<file path="src/sv/sa_lru_pkg.sv">
// Shared constants, types and request record for the set-associative LRU tag store.
package sa_lru_pkg;

  // Cache geometry (SETS, WAYS and LINE_BYTES are powers of two)
  localparam int SETS       = 64;
  localparam int WAYS       = 4;
  localparam int LINE_BYTES = 32;

  // Fixed field widths of the channels
  localparam int ADDR_W      = 64;
  localparam int HIT_WAY_W   = 2;
  localparam int OUT_WAY_W   = 2;

  // Derived widths
  localparam int OFF_W  = $clog2(LINE_BYTES);
  localparam int IDX_W  = $clog2(SETS);
  localparam int TAG_W  = ADDR_W - OFF_W - IDX_W;
  localparam int WAY_W  = $clog2(WAYS);
  localparam int RANK_W = WAY_W;
  localparam int SLOT_W = IDX_W + WAY_W;

  // Request queue between front and back
  localparam int Q_DEPTH = 2;
  localparam int Q_PTR_W = $clog2(Q_DEPTH);
  localparam int Q_CNT_W = $clog2(Q_DEPTH + 1);

  typedef logic [WAYS-1:0][RANK_W-1:0] rank_row_t;

  // One classified access
  typedef struct packed {
    logic [IDX_W-1:0]  index;
    logic [TAG_W-1:0]  tag;
    logic              hit;
    logic [WAY_W-1:0]  hit_way;
    logic [ADDR_W-1:0] line_addr;
  } req_t;

endpackage

</file>
<file path="src/sv/sa_lru_ifs.sv">
// Valid/ready channel interfaces for access items and result items.
interface sa_lru_in_if;
  import sa_lru_pkg::*;
  logic                 valid;
  logic                 ready;
  logic [ADDR_W-1:0]    address;
  logic                 hit;
  logic [HIT_WAY_W-1:0] hit_way;

  modport source (output valid, address, hit, hit_way, input ready);
  modport sink   (input valid, address, hit, hit_way, output ready);
endinterface

interface sa_lru_out_if;
  import sa_lru_pkg::*;
  logic                 valid;
  logic                 ready;
  logic [OUT_WAY_W-1:0] way;
  logic                 refill_needed;
  logic                 replaced;
  logic [ADDR_W-1:0]    refill_address;

  modport source (output valid, way, refill_needed, replaced, refill_address, input ready);
  modport sink   (input valid, way, refill_needed, replaced, refill_address, output ready);
endinterface

</file>
<file path="src/sv/sa_lru_front.sv">
// Front end: accept access items and split the address into index, tag and line address.
module sa_lru_front import sa_lru_pkg::*; (
  sa_lru_in_if.sink in_ch,
  input  logic      q_full,
  output logic      q_push,
  output req_t      q_item
);

  // Take an item whenever the queue has room
  assign in_ch.ready = ~q_full;
  assign q_push      = in_ch.valid & ~q_full;

  // Classify the access
  always_comb begin
    q_item.index     = in_ch.address[OFF_W +: IDX_W];
    q_item.tag       = in_ch.address[ADDR_W-1 -: TAG_W];
    q_item.hit       = in_ch.hit;
    // reduce the hit way modulo WAYS (power of two: keep the low bits)
    q_item.hit_way   = WAY_W'(in_ch.hit_way);
    q_item.line_addr = {in_ch.address[ADDR_W-1:OFF_W], {OFF_W{1'b0}}};
  end

endmodule

</file>
<file path="src/sv/sa_lru_queue.sv">
// Two-entry request queue between the front end and the update engine.
module sa_lru_queue import sa_lru_pkg::*; (
  input  logic clk,
  input  logic rst_n,
  input  logic push,
  input  req_t push_item,
  input  logic pop,
  output logic full,
  output logic not_empty,
  output req_t head
);

  req_t                entry_r [Q_DEPTH];
  logic [Q_PTR_W-1:0]  wr_ptr_r;
  logic [Q_PTR_W-1:0]  rd_ptr_r;
  logic [Q_CNT_W-1:0]  cnt_r;
  logic [Q_CNT_W-1:0]  cnt_nxt;

  assign full      = (cnt_r == Q_CNT_W'(Q_DEPTH));
  assign not_empty = (cnt_r != '0);
  assign head      = entry_r[rd_ptr_r];

  // Track occupancy
  always_comb begin
    cnt_nxt = cnt_r;
    if (push && !pop) begin
      cnt_nxt = cnt_r + Q_CNT_W'(1);
    end else if (pop && !push) begin
      cnt_nxt = cnt_r - Q_CNT_W'(1);
    end
  end

  // Advance pointers
  always_ff @(posedge clk) begin
    if (!rst_n) begin
      wr_ptr_r <= '0;
      rd_ptr_r <= '0;
      cnt_r    <= '0;
    end else begin
      cnt_r <= cnt_nxt;
      if (push) begin
        wr_ptr_r <= wr_ptr_r + Q_PTR_W'(1);
      end
      if (pop) begin
        rd_ptr_r <= rd_ptr_r + Q_PTR_W'(1);
      end
    end
  end

  // Store payload
  always_ff @(posedge clk) begin
    if (push) begin
      entry_r[wr_ptr_r] <= push_item;
    end
  end

endmodule

</file>
<file path="src/sv/sa_lru_back.sv">
// Back end: read a set's ranks, pick the way, write ranks, valid bits and tag, emit the result.
module sa_lru_back import sa_lru_pkg::*; (
  input  logic        clk,
  input  logic        rst_n,
  input  logic        q_not_empty,
  input  req_t        q_head,
  output logic        q_pop,
  sa_lru_out_if.source out_ch
);

  localparam logic ST_LOAD = 1'b0;
  localparam logic ST_EXEC = 1'b1;

  logic state_r;
  logic state_nxt;
  req_t req_r;

  // Per-set storage
  rank_row_t        rank_mem [SETS];
  logic [TAG_W-1:0] tag_mem [SETS*WAYS];
  logic [WAYS-1:0]  valid_r [SETS];
  rank_row_t        rank_rd_r;

  // Result register
  logic                 out_valid_r;
  logic [OUT_WAY_W-1:0] out_way_r;
  logic                 out_refill_r;
  logic                 out_replaced_r;
  logic [ADDR_W-1:0]    out_addr_r;

  logic             fire;
  logic [WAYS-1:0]  vrow;
  rank_row_t        reff;
  rank_row_t        rnew;
  logic             full;
  logic [WAY_W-1:0] first_inv;
  logic [WAY_W-1:0] victim;
  logic [WAY_W-1:0] sel;
  logic [RANK_W-1:0] old_rank;

  assign q_pop = (state_r == ST_LOAD) && q_not_empty;
  assign fire  = (state_r == ST_EXEC) && (!out_valid_r || out_ch.ready);

  // Pick the way and compute the promoted rank row
  always_comb begin
    vrow = valid_r[req_r.index];
    for (int j = 0; j < WAYS; j++) begin
      // a way that is not valid counts as rank zero
      reff[j] = vrow[j] ? rank_rd_r[j] : '0;
    end
    full = &vrow;
    first_inv = '0;
    for (int j = WAYS - 1; j >= 0; j--) begin
      if (!vrow[j]) begin
        first_inv = WAY_W'(j);
      end
    end
    // ties keep the current candidate, which starts as the highest way
    victim = WAY_W'(WAYS - 1);
    for (int j = 0; j < WAYS; j++) begin
      if (reff[j] < reff[victim]) begin
        victim = WAY_W'(j);
      end
    end
    if (req_r.hit) begin
      sel = req_r.hit_way;
    end else if (full) begin
      sel = victim;
    end else begin
      sel = first_inv;
    end
    old_rank = reff[sel];
    for (int j = 0; j < WAYS; j++) begin
      if (WAY_W'(j) == sel) begin
        rnew[j] = RANK_W'(WAYS - 1);
      end else if (vrow[j] && (reff[j] > old_rank)) begin
        rnew[j] = reff[j] - RANK_W'(1);
      end else begin
        rnew[j] = reff[j];
      end
    end
  end

  // Sequence: load one request, then execute it
  always_comb begin
    state_nxt = state_r;
    unique case (state_r)
      ST_LOAD: if (q_not_empty) state_nxt = ST_EXEC;
      ST_EXEC: if (fire) state_nxt = ST_LOAD;
      default: state_nxt = ST_LOAD;
    endcase
  end

  always_ff @(posedge clk) begin
    if (!rst_n) begin
      state_r     <= ST_LOAD;
      out_valid_r <= 1'b0;
    end else begin
      state_r <= state_nxt;
      if (fire) begin
        out_valid_r <= 1'b1;
      end else if (out_ch.ready) begin
        out_valid_r <= 1'b0;
      end
    end
  end

  // Clear valid bits at reset, set them on a fill
  always_ff @(posedge clk) begin
    if (!rst_n) begin
      for (int s = 0; s < SETS; s++) begin
        valid_r[s] <= '0;
      end
    end else if (fire && !req_r.hit) begin
      valid_r[req_r.index][sel] <= 1'b1;
    end
  end

  // Memories, request hold and result payload
  always_ff @(posedge clk) begin
    if (q_pop) begin
      req_r     <= q_head;
      rank_rd_r <= rank_mem[q_head.index];
    end
    if (fire) begin
      rank_mem[req_r.index] <= rnew;
      out_way_r             <= OUT_WAY_W'(sel);
      out_refill_r          <= ~req_r.hit;
      out_replaced_r        <= ~req_r.hit & full;
      out_addr_r            <= req_r.hit ? '0 : req_r.line_addr;
      if (!req_r.hit) begin
        tag_mem[{req_r.index, sel}] <= req_r.tag;
      end
    end
  end

  assign out_ch.valid          = out_valid_r;
  assign out_ch.way            = out_way_r;
  assign out_ch.refill_needed  = out_refill_r;
  assign out_ch.replaced       = out_replaced_r;
  assign out_ch.refill_address = out_addr_r;

endmodule

</file>
<file path="src/sv/set_assoc_lru_tag_store_core.sv">
// Top level of the set-associative true-LRU tag store.
//
// Usage:
//   in_ch  carries one access per item: byte address, hit flag and hit way.
//   out_ch carries one result per access: touched way, refill flag,
//          replaced flag and line-aligned refill address (zero on a hit).
// An accepted access passes through a queue entry, the request register of
//   the update engine and the result register.
// The update engine loads, then executes, one access at a time; each access
//   reads one set's rank row from the rank memory, writes it back on execute.
// A two-entry queue sits between the front end and the update engine, so
//   up to three further accesses are taken while a result waits: one held
//   in the update engine and two in the queue.
// Reset (synchronous, active low) clears all valid bits, the queue and the
//   result valid flag at once; the block takes items the cycle after.
// When out_ch.ready is low the result holds, the update engine stalls,
//   the queue fills and in_ch.ready drops.
module set_assoc_lru_tag_store_core import sa_lru_pkg::*; (
  input logic           clk,
  input logic           rst_n,
  sa_lru_in_if.sink     in_ch,
  sa_lru_out_if.source  out_ch
);

  logic q_full;
  logic q_push;
  logic q_pop;
  logic q_not_empty;
  req_t q_item;
  req_t q_head;

  sa_lru_front u_front (
    .in_ch  (in_ch),
    .q_full (q_full),
    .q_push (q_push),
    .q_item (q_item)
  );

  sa_lru_queue u_queue (
    .clk       (clk),
    .rst_n     (rst_n),
    .push      (q_push),
    .push_item (q_item),
    .pop       (q_pop),
    .full      (q_full),
    .not_empty (q_not_empty),
    .head      (q_head)
  );

  sa_lru_back u_back (
    .clk         (clk),
    .rst_n       (rst_n),
    .q_not_empty (q_not_empty),
    .q_head      (q_head),
    .q_pop       (q_pop),
    .out_ch      (out_ch)
  );

endmodule

</file>
<file path="src/flat_wrapper.sv">
// flat-port wrapper written by rule: the top's interface ports become plain ports
module set_assoc_lru_tag_store_core_flat import sa_lru_pkg::*;
  (clk, rst_n, in_ch_valid, in_ch_address, in_ch_hit, in_ch_hit_way, in_ch_ready, out_ch_valid, out_ch_way, out_ch_refill_needed, out_ch_replaced, out_ch_refill_address, out_ch_ready);
  sa_lru_in_if in_ch_i ();
  sa_lru_out_if out_ch_i ();
  input logic clk;
  input logic rst_n;
  input wire logic [$bits(in_ch_i.valid)-1:0] in_ch_valid;
  input wire logic [$bits(in_ch_i.address)-1:0] in_ch_address;
  input wire logic [$bits(in_ch_i.hit)-1:0] in_ch_hit;
  input wire logic [$bits(in_ch_i.hit_way)-1:0] in_ch_hit_way;
  output wire logic [$bits(in_ch_i.ready)-1:0] in_ch_ready;
  output wire logic [$bits(out_ch_i.valid)-1:0] out_ch_valid;
  output wire logic [$bits(out_ch_i.way)-1:0] out_ch_way;
  output wire logic [$bits(out_ch_i.refill_needed)-1:0] out_ch_refill_needed;
  output wire logic [$bits(out_ch_i.replaced)-1:0] out_ch_replaced;
  output wire logic [$bits(out_ch_i.refill_address)-1:0] out_ch_refill_address;
  input wire logic [$bits(out_ch_i.ready)-1:0] out_ch_ready;
  assign in_ch_i.valid = in_ch_valid;
  assign in_ch_i.address = in_ch_address;
  assign in_ch_i.hit = in_ch_hit;
  assign in_ch_i.hit_way = in_ch_hit_way;
  assign in_ch_ready = in_ch_i.ready;
  assign out_ch_valid = out_ch_i.valid;
  assign out_ch_way = out_ch_i.way;
  assign out_ch_refill_needed = out_ch_i.refill_needed;
  assign out_ch_replaced = out_ch_i.replaced;
  assign out_ch_refill_address = out_ch_i.refill_address;
  assign out_ch_i.ready = out_ch_ready;
  set_assoc_lru_tag_store_core u_core (.clk(clk), .rst_n(rst_n), .in_ch(in_ch_i), .out_ch(out_ch_i));
endmodule
</file>
<file path="config.mk">
export PLATFORM = sky130hd
export DESIGN_NAME = set_assoc_lru_tag_store_core_flat
export DESIGN_NICKNAME = d
export VERILOG_FILES = /design/src/sv/sa_lru_pkg.sv /design/src/sv/sa_lru_ifs.sv /design/src/sv/sa_lru_front.sv /design/src/sv/sa_lru_queue.sv /design/src/sv/sa_lru_back.sv /design/src/sv/set_assoc_lru_tag_store_core.sv /design/src/flat_wrapper.sv
export SDC_FILE = /design/constraint.sdc
export NUM_CORES = 1
export LEC_CHECK = 0
export BUFFER_PORTS_ARGS = -buffer_cell sky130_fd_sc_hd__buf_2
export CAP_MARGIN = 20
export CORE_ASPECT_RATIO = 1.75
export CORE_MARGIN = 2
export CORE_UTILIZATION = 42
export CTS_CLUSTER_DIAMETER = 80
export CTS_CLUSTER_SIZE = 40
export DETAILED_ROUTE_END_ITERATION = 8
export SLEW_MARGIN = 20
export SYNTH_ARGS = -nofsm -noshare
export SYNTH_HDL_FRONTEND = slang
export SYNTH_SLANG_ARGS = --single-unit
export TNS_END_PERCENT = 5
</file>
<file path="constraint.sdc">
create_clock -name clk -period 13.4 [get_ports clk]
set_input_delay 0.67 -clock clk [delete_from_list [all_inputs] [get_ports clk]]
set_output_delay 0.67 -clock clk [all_outputs]
set_load 0.005 [all_outputs]
</file>
==> flow_metrics.tcl <==
set metrics [dict create \
    slew_headroom 0.221 \
    wl_mm 107 \
    ys_async_sr_fraction 0 \
    crit_slowest_cell "nor4_1" \
    route.vias.total 25800 \
    cts_repair_resize_count 0 \
    cts.sink_count 1038 \
    synth_top_family_by_area "simple AND/OR/NAND/NOR gates" \
    residual_antenna_violating_net_count_after_detailed_routing 0 \
    first_pass_grt_wire_length_mm 160 \
    share_of_synthesized_cell_area_in_full_adder_half_adder_and_majority_cells 0.00303 \
    final-setup-viol-count 0 \
    firstDrtPassIters 6 \
    worst_clock_skew_on_the_final_layout_ns 0.0355 \
    detail_route.vias_per_cell 5.56 \
    synth_compound_gate_area_share 0.0775 \
    synthCells 3309 \
    grt_start_max_net_pins 168 \
    post_cts_setup_buffers 0 \
    cp.arrival_ns 11.09 \
    globalRouteTotalUtil 0.211 \
    floorplan.io_pins 141 \
    detail_route.drc_violations 0 \
    worst_hold_path_type "in2reg" \
    initial_antenna_violation_count 3 \
    layout_commonest_cell "nand2_1" \
    report.final.slew_viol_count 0 \
    cpMostUsedCell "nor2_1" \
    setup_repair_after_global_routing_missed_its_margin "no" \
    die-area_um2 101000 \
    nFillCells 8911 \
    synth.mux.area_fraction 0.0556 \
    placedInstanceArea_um2 43300 \
    gr-total-overflow 0 \
    synth_enable_flop_cells 769 \
    first_global_vias 25400 \
    dp_hpwl_mm 68.3 \
    maxCapViolations 0 \
    ctsLongestPathBuffers 3 \
    die-width_um 241 \
    yosys.area_share.xor_xnor 0.000636 \
    timing.critical_path.fanout_max 64 \
    status "finished, final reports clean" \
    yosys_register_bits 1038 \
    core.rowCount 152 \
    clkLatencyLatePin_ns 0.70 \
    syn_area_um2 41300 \
    die_height_um 419 \
    cts_hold_fix_bufs 0 \
    postSynthAreaPerCell_um2 12.5 \
    yosys_warns 0 \
    cts-root-buf "clkbuf_16" \
    synth_flop_cell "edfxtp_1" \
    cts_inserted_buffers 31 \
    multi_input_comb_area_um2 11900 \
    worstMarginPinSlew_ns 1.16 \
    tcrit_tclk_final 0.815 \
    initial_utilization 0.423 \
    timing.critical_path.from_type "flop" \
    drtIter0Drc 2021 \
    seq_area_frac_synth 0.689 \
    layout.cells.most_common_list "nand2_1, edfxtp_1, dfxtp_1" \
    clkTransAtPathRegs_ns 0.15 \
    final-seq-area_um2 28500 \
    timing_worst_setup_path_type "reg2reg" \
    final_layout_size_suffix_gt1_frac 0.118 \
    nets 3394 \
    post_synthesis_share_of_cell_area_spent_on_and_or_nand_and_nor_gates 0.147 \
    min_period_ns 10.92 \
    post_route_cell_area_um2 44300 \
    core_area_um2 97800 \
    ys_types 71 \
    timing.critical_path.required_ns 13.57 \
    place_congestion 0.905 \
    vdd.ir_drop.worst_mv 0.305 \
    tns_ns 0 \
    htree_num_levels 1 \
    finalHoldViolCount 0 \
    wl_per_cell_um 23.0 \
    syn_to_final_growth_pct 7.12 \
    tritoncts "built" \
    worst_setup_path_end_kind "flop" \
    timing.critical_path.slowest_cell_delay_ns 1.04 \
    port-buffer-count 130 \
    power_per_cell_area_nw_per_um2 236 \
    p_leak_nw 14.9 \
    fmax_mhz 91.6 \
]
kinds of logic after synthesis:
logic type	count (synthesis)
fa+ha+maj	10
xor+xnor	3
buf+inv	253
simple gates	1368
mux	164
compound gates	472
flops	1038
other cells	1
power breakdown:
part / switching [W] / internal [W]
clock: 0.000949 / 0.000456
sequential: 0.000208 / 0.00500
combinational: 0.00289 / 0.000938
total: 0.00405 / 0.00640
sequential cells by signal, summed over array words and instances, names as in the netlist, 2 cells and up, named ones only:
signal and cells:
u_core.u_back.out_ch.way 2, u_core.u_back.valid_r 256, u_core.u_back.rank_mem 512, u_core.u_back.req_r 62, u_core.u_back.out_ch.refill_address 59, u_core.u_back.rank_rd_r 8
u_core.u_queue.entry_r 124, u_core.u_queue.cnt_r 2
final timing paths:
kind | cells after the start | slack, ns | endpoint | start
hold reg to reg | 2 | 0.46 | u_core.u_back.valid_r[33][1] | u_core.u_back.valid_r[33][1]
setup reg to reg | 31 | 2.48 | u_core.u_back.rank_mem[19][0] | flop
hold / removal | 1 | 0.15 | u_core.u_queue.entry_r[1][99] | in_ch_address[48]
setup / recovery | 31 | 2.48 | u_core.u_back.rank_mem[19][0] | flop
cell type report:
cell class / count / share of cell area
diodes: 1 / 0.0000565
clock buffers: 47 / 0.0189
clock inverters: 11 / 0.00300
inverters: 23 / 0.00223
multi-input cells: 2022 / 0.268
flip-flops and latches: 1038 / 0.644
well taps: 1309 / 0.0370
repair buffers: 197 / 0.0268
worst max-delay path: cells and delay by family, from the launching register on:
kind | cells | cell delay (ns)
mux | 1 | 0.30
buf+inv | 4 | 1.22
flops | 1 | 0.80
compound gates | 11 | 3.20
fa+ha+maj | 4 | 1.06
simple gates | 11 | 3.67
routing by layer:
metal	vias to the layer above	routed length (um)	GRT usage
met5	-	24	0
met4	4	5160	0.0941
met3	178	4370	0.0219
met2	637	57200	0.386
met1	13000	40300	0.245
li1	12000	-	-
Yosys cell counts, types with 20 or more instances:
library cell / n / area, um2
and3_1: 44 / 275
edfxtp_1: 769 / 23100
mux2i_1: 54 / 541
nor2b_1: 67 / 419
o21ai_0: 202 / 1010
mux2_2: 64 / 721
a21oi_1: 28 / 140
dfxtp_1: 269 / 5390
nor3_1: 37 / 185
inv_1: 20 / 75.1
a311oi_1: 89 / 780
nand3_1: 263 / 1320
buf_1: 22 / 82.6
nand2_1: 781 / 2930
a22o_1: 64 / 561
mux4_2: 46 / 1040
clkbuf_1: 175 / 657
nor2_1: 93 / 349
stage by stage:
step / cells / hold WS, ns / total power [W] / setup WS, ns / utilization
floorplan: 3313 / 0.420 / 0.00760 / 4.90 / -
global placement: 4587 / 0.429 / 0.00905 / 2.78 / 0.443
detailed placement: 4588 / 0.436 / 0.00914 / 2.64 / 0.443
CTS: 4646 / 0.107 / 0.0105 / 2.58 / 0.453
global route: 4647 / 0.128 / 0.0109 / 1.86 / 0.453
finish: 4648 / 0.155 / 0.0104 / 2.48 / 0.453
(Power assumes the default switching activity.)
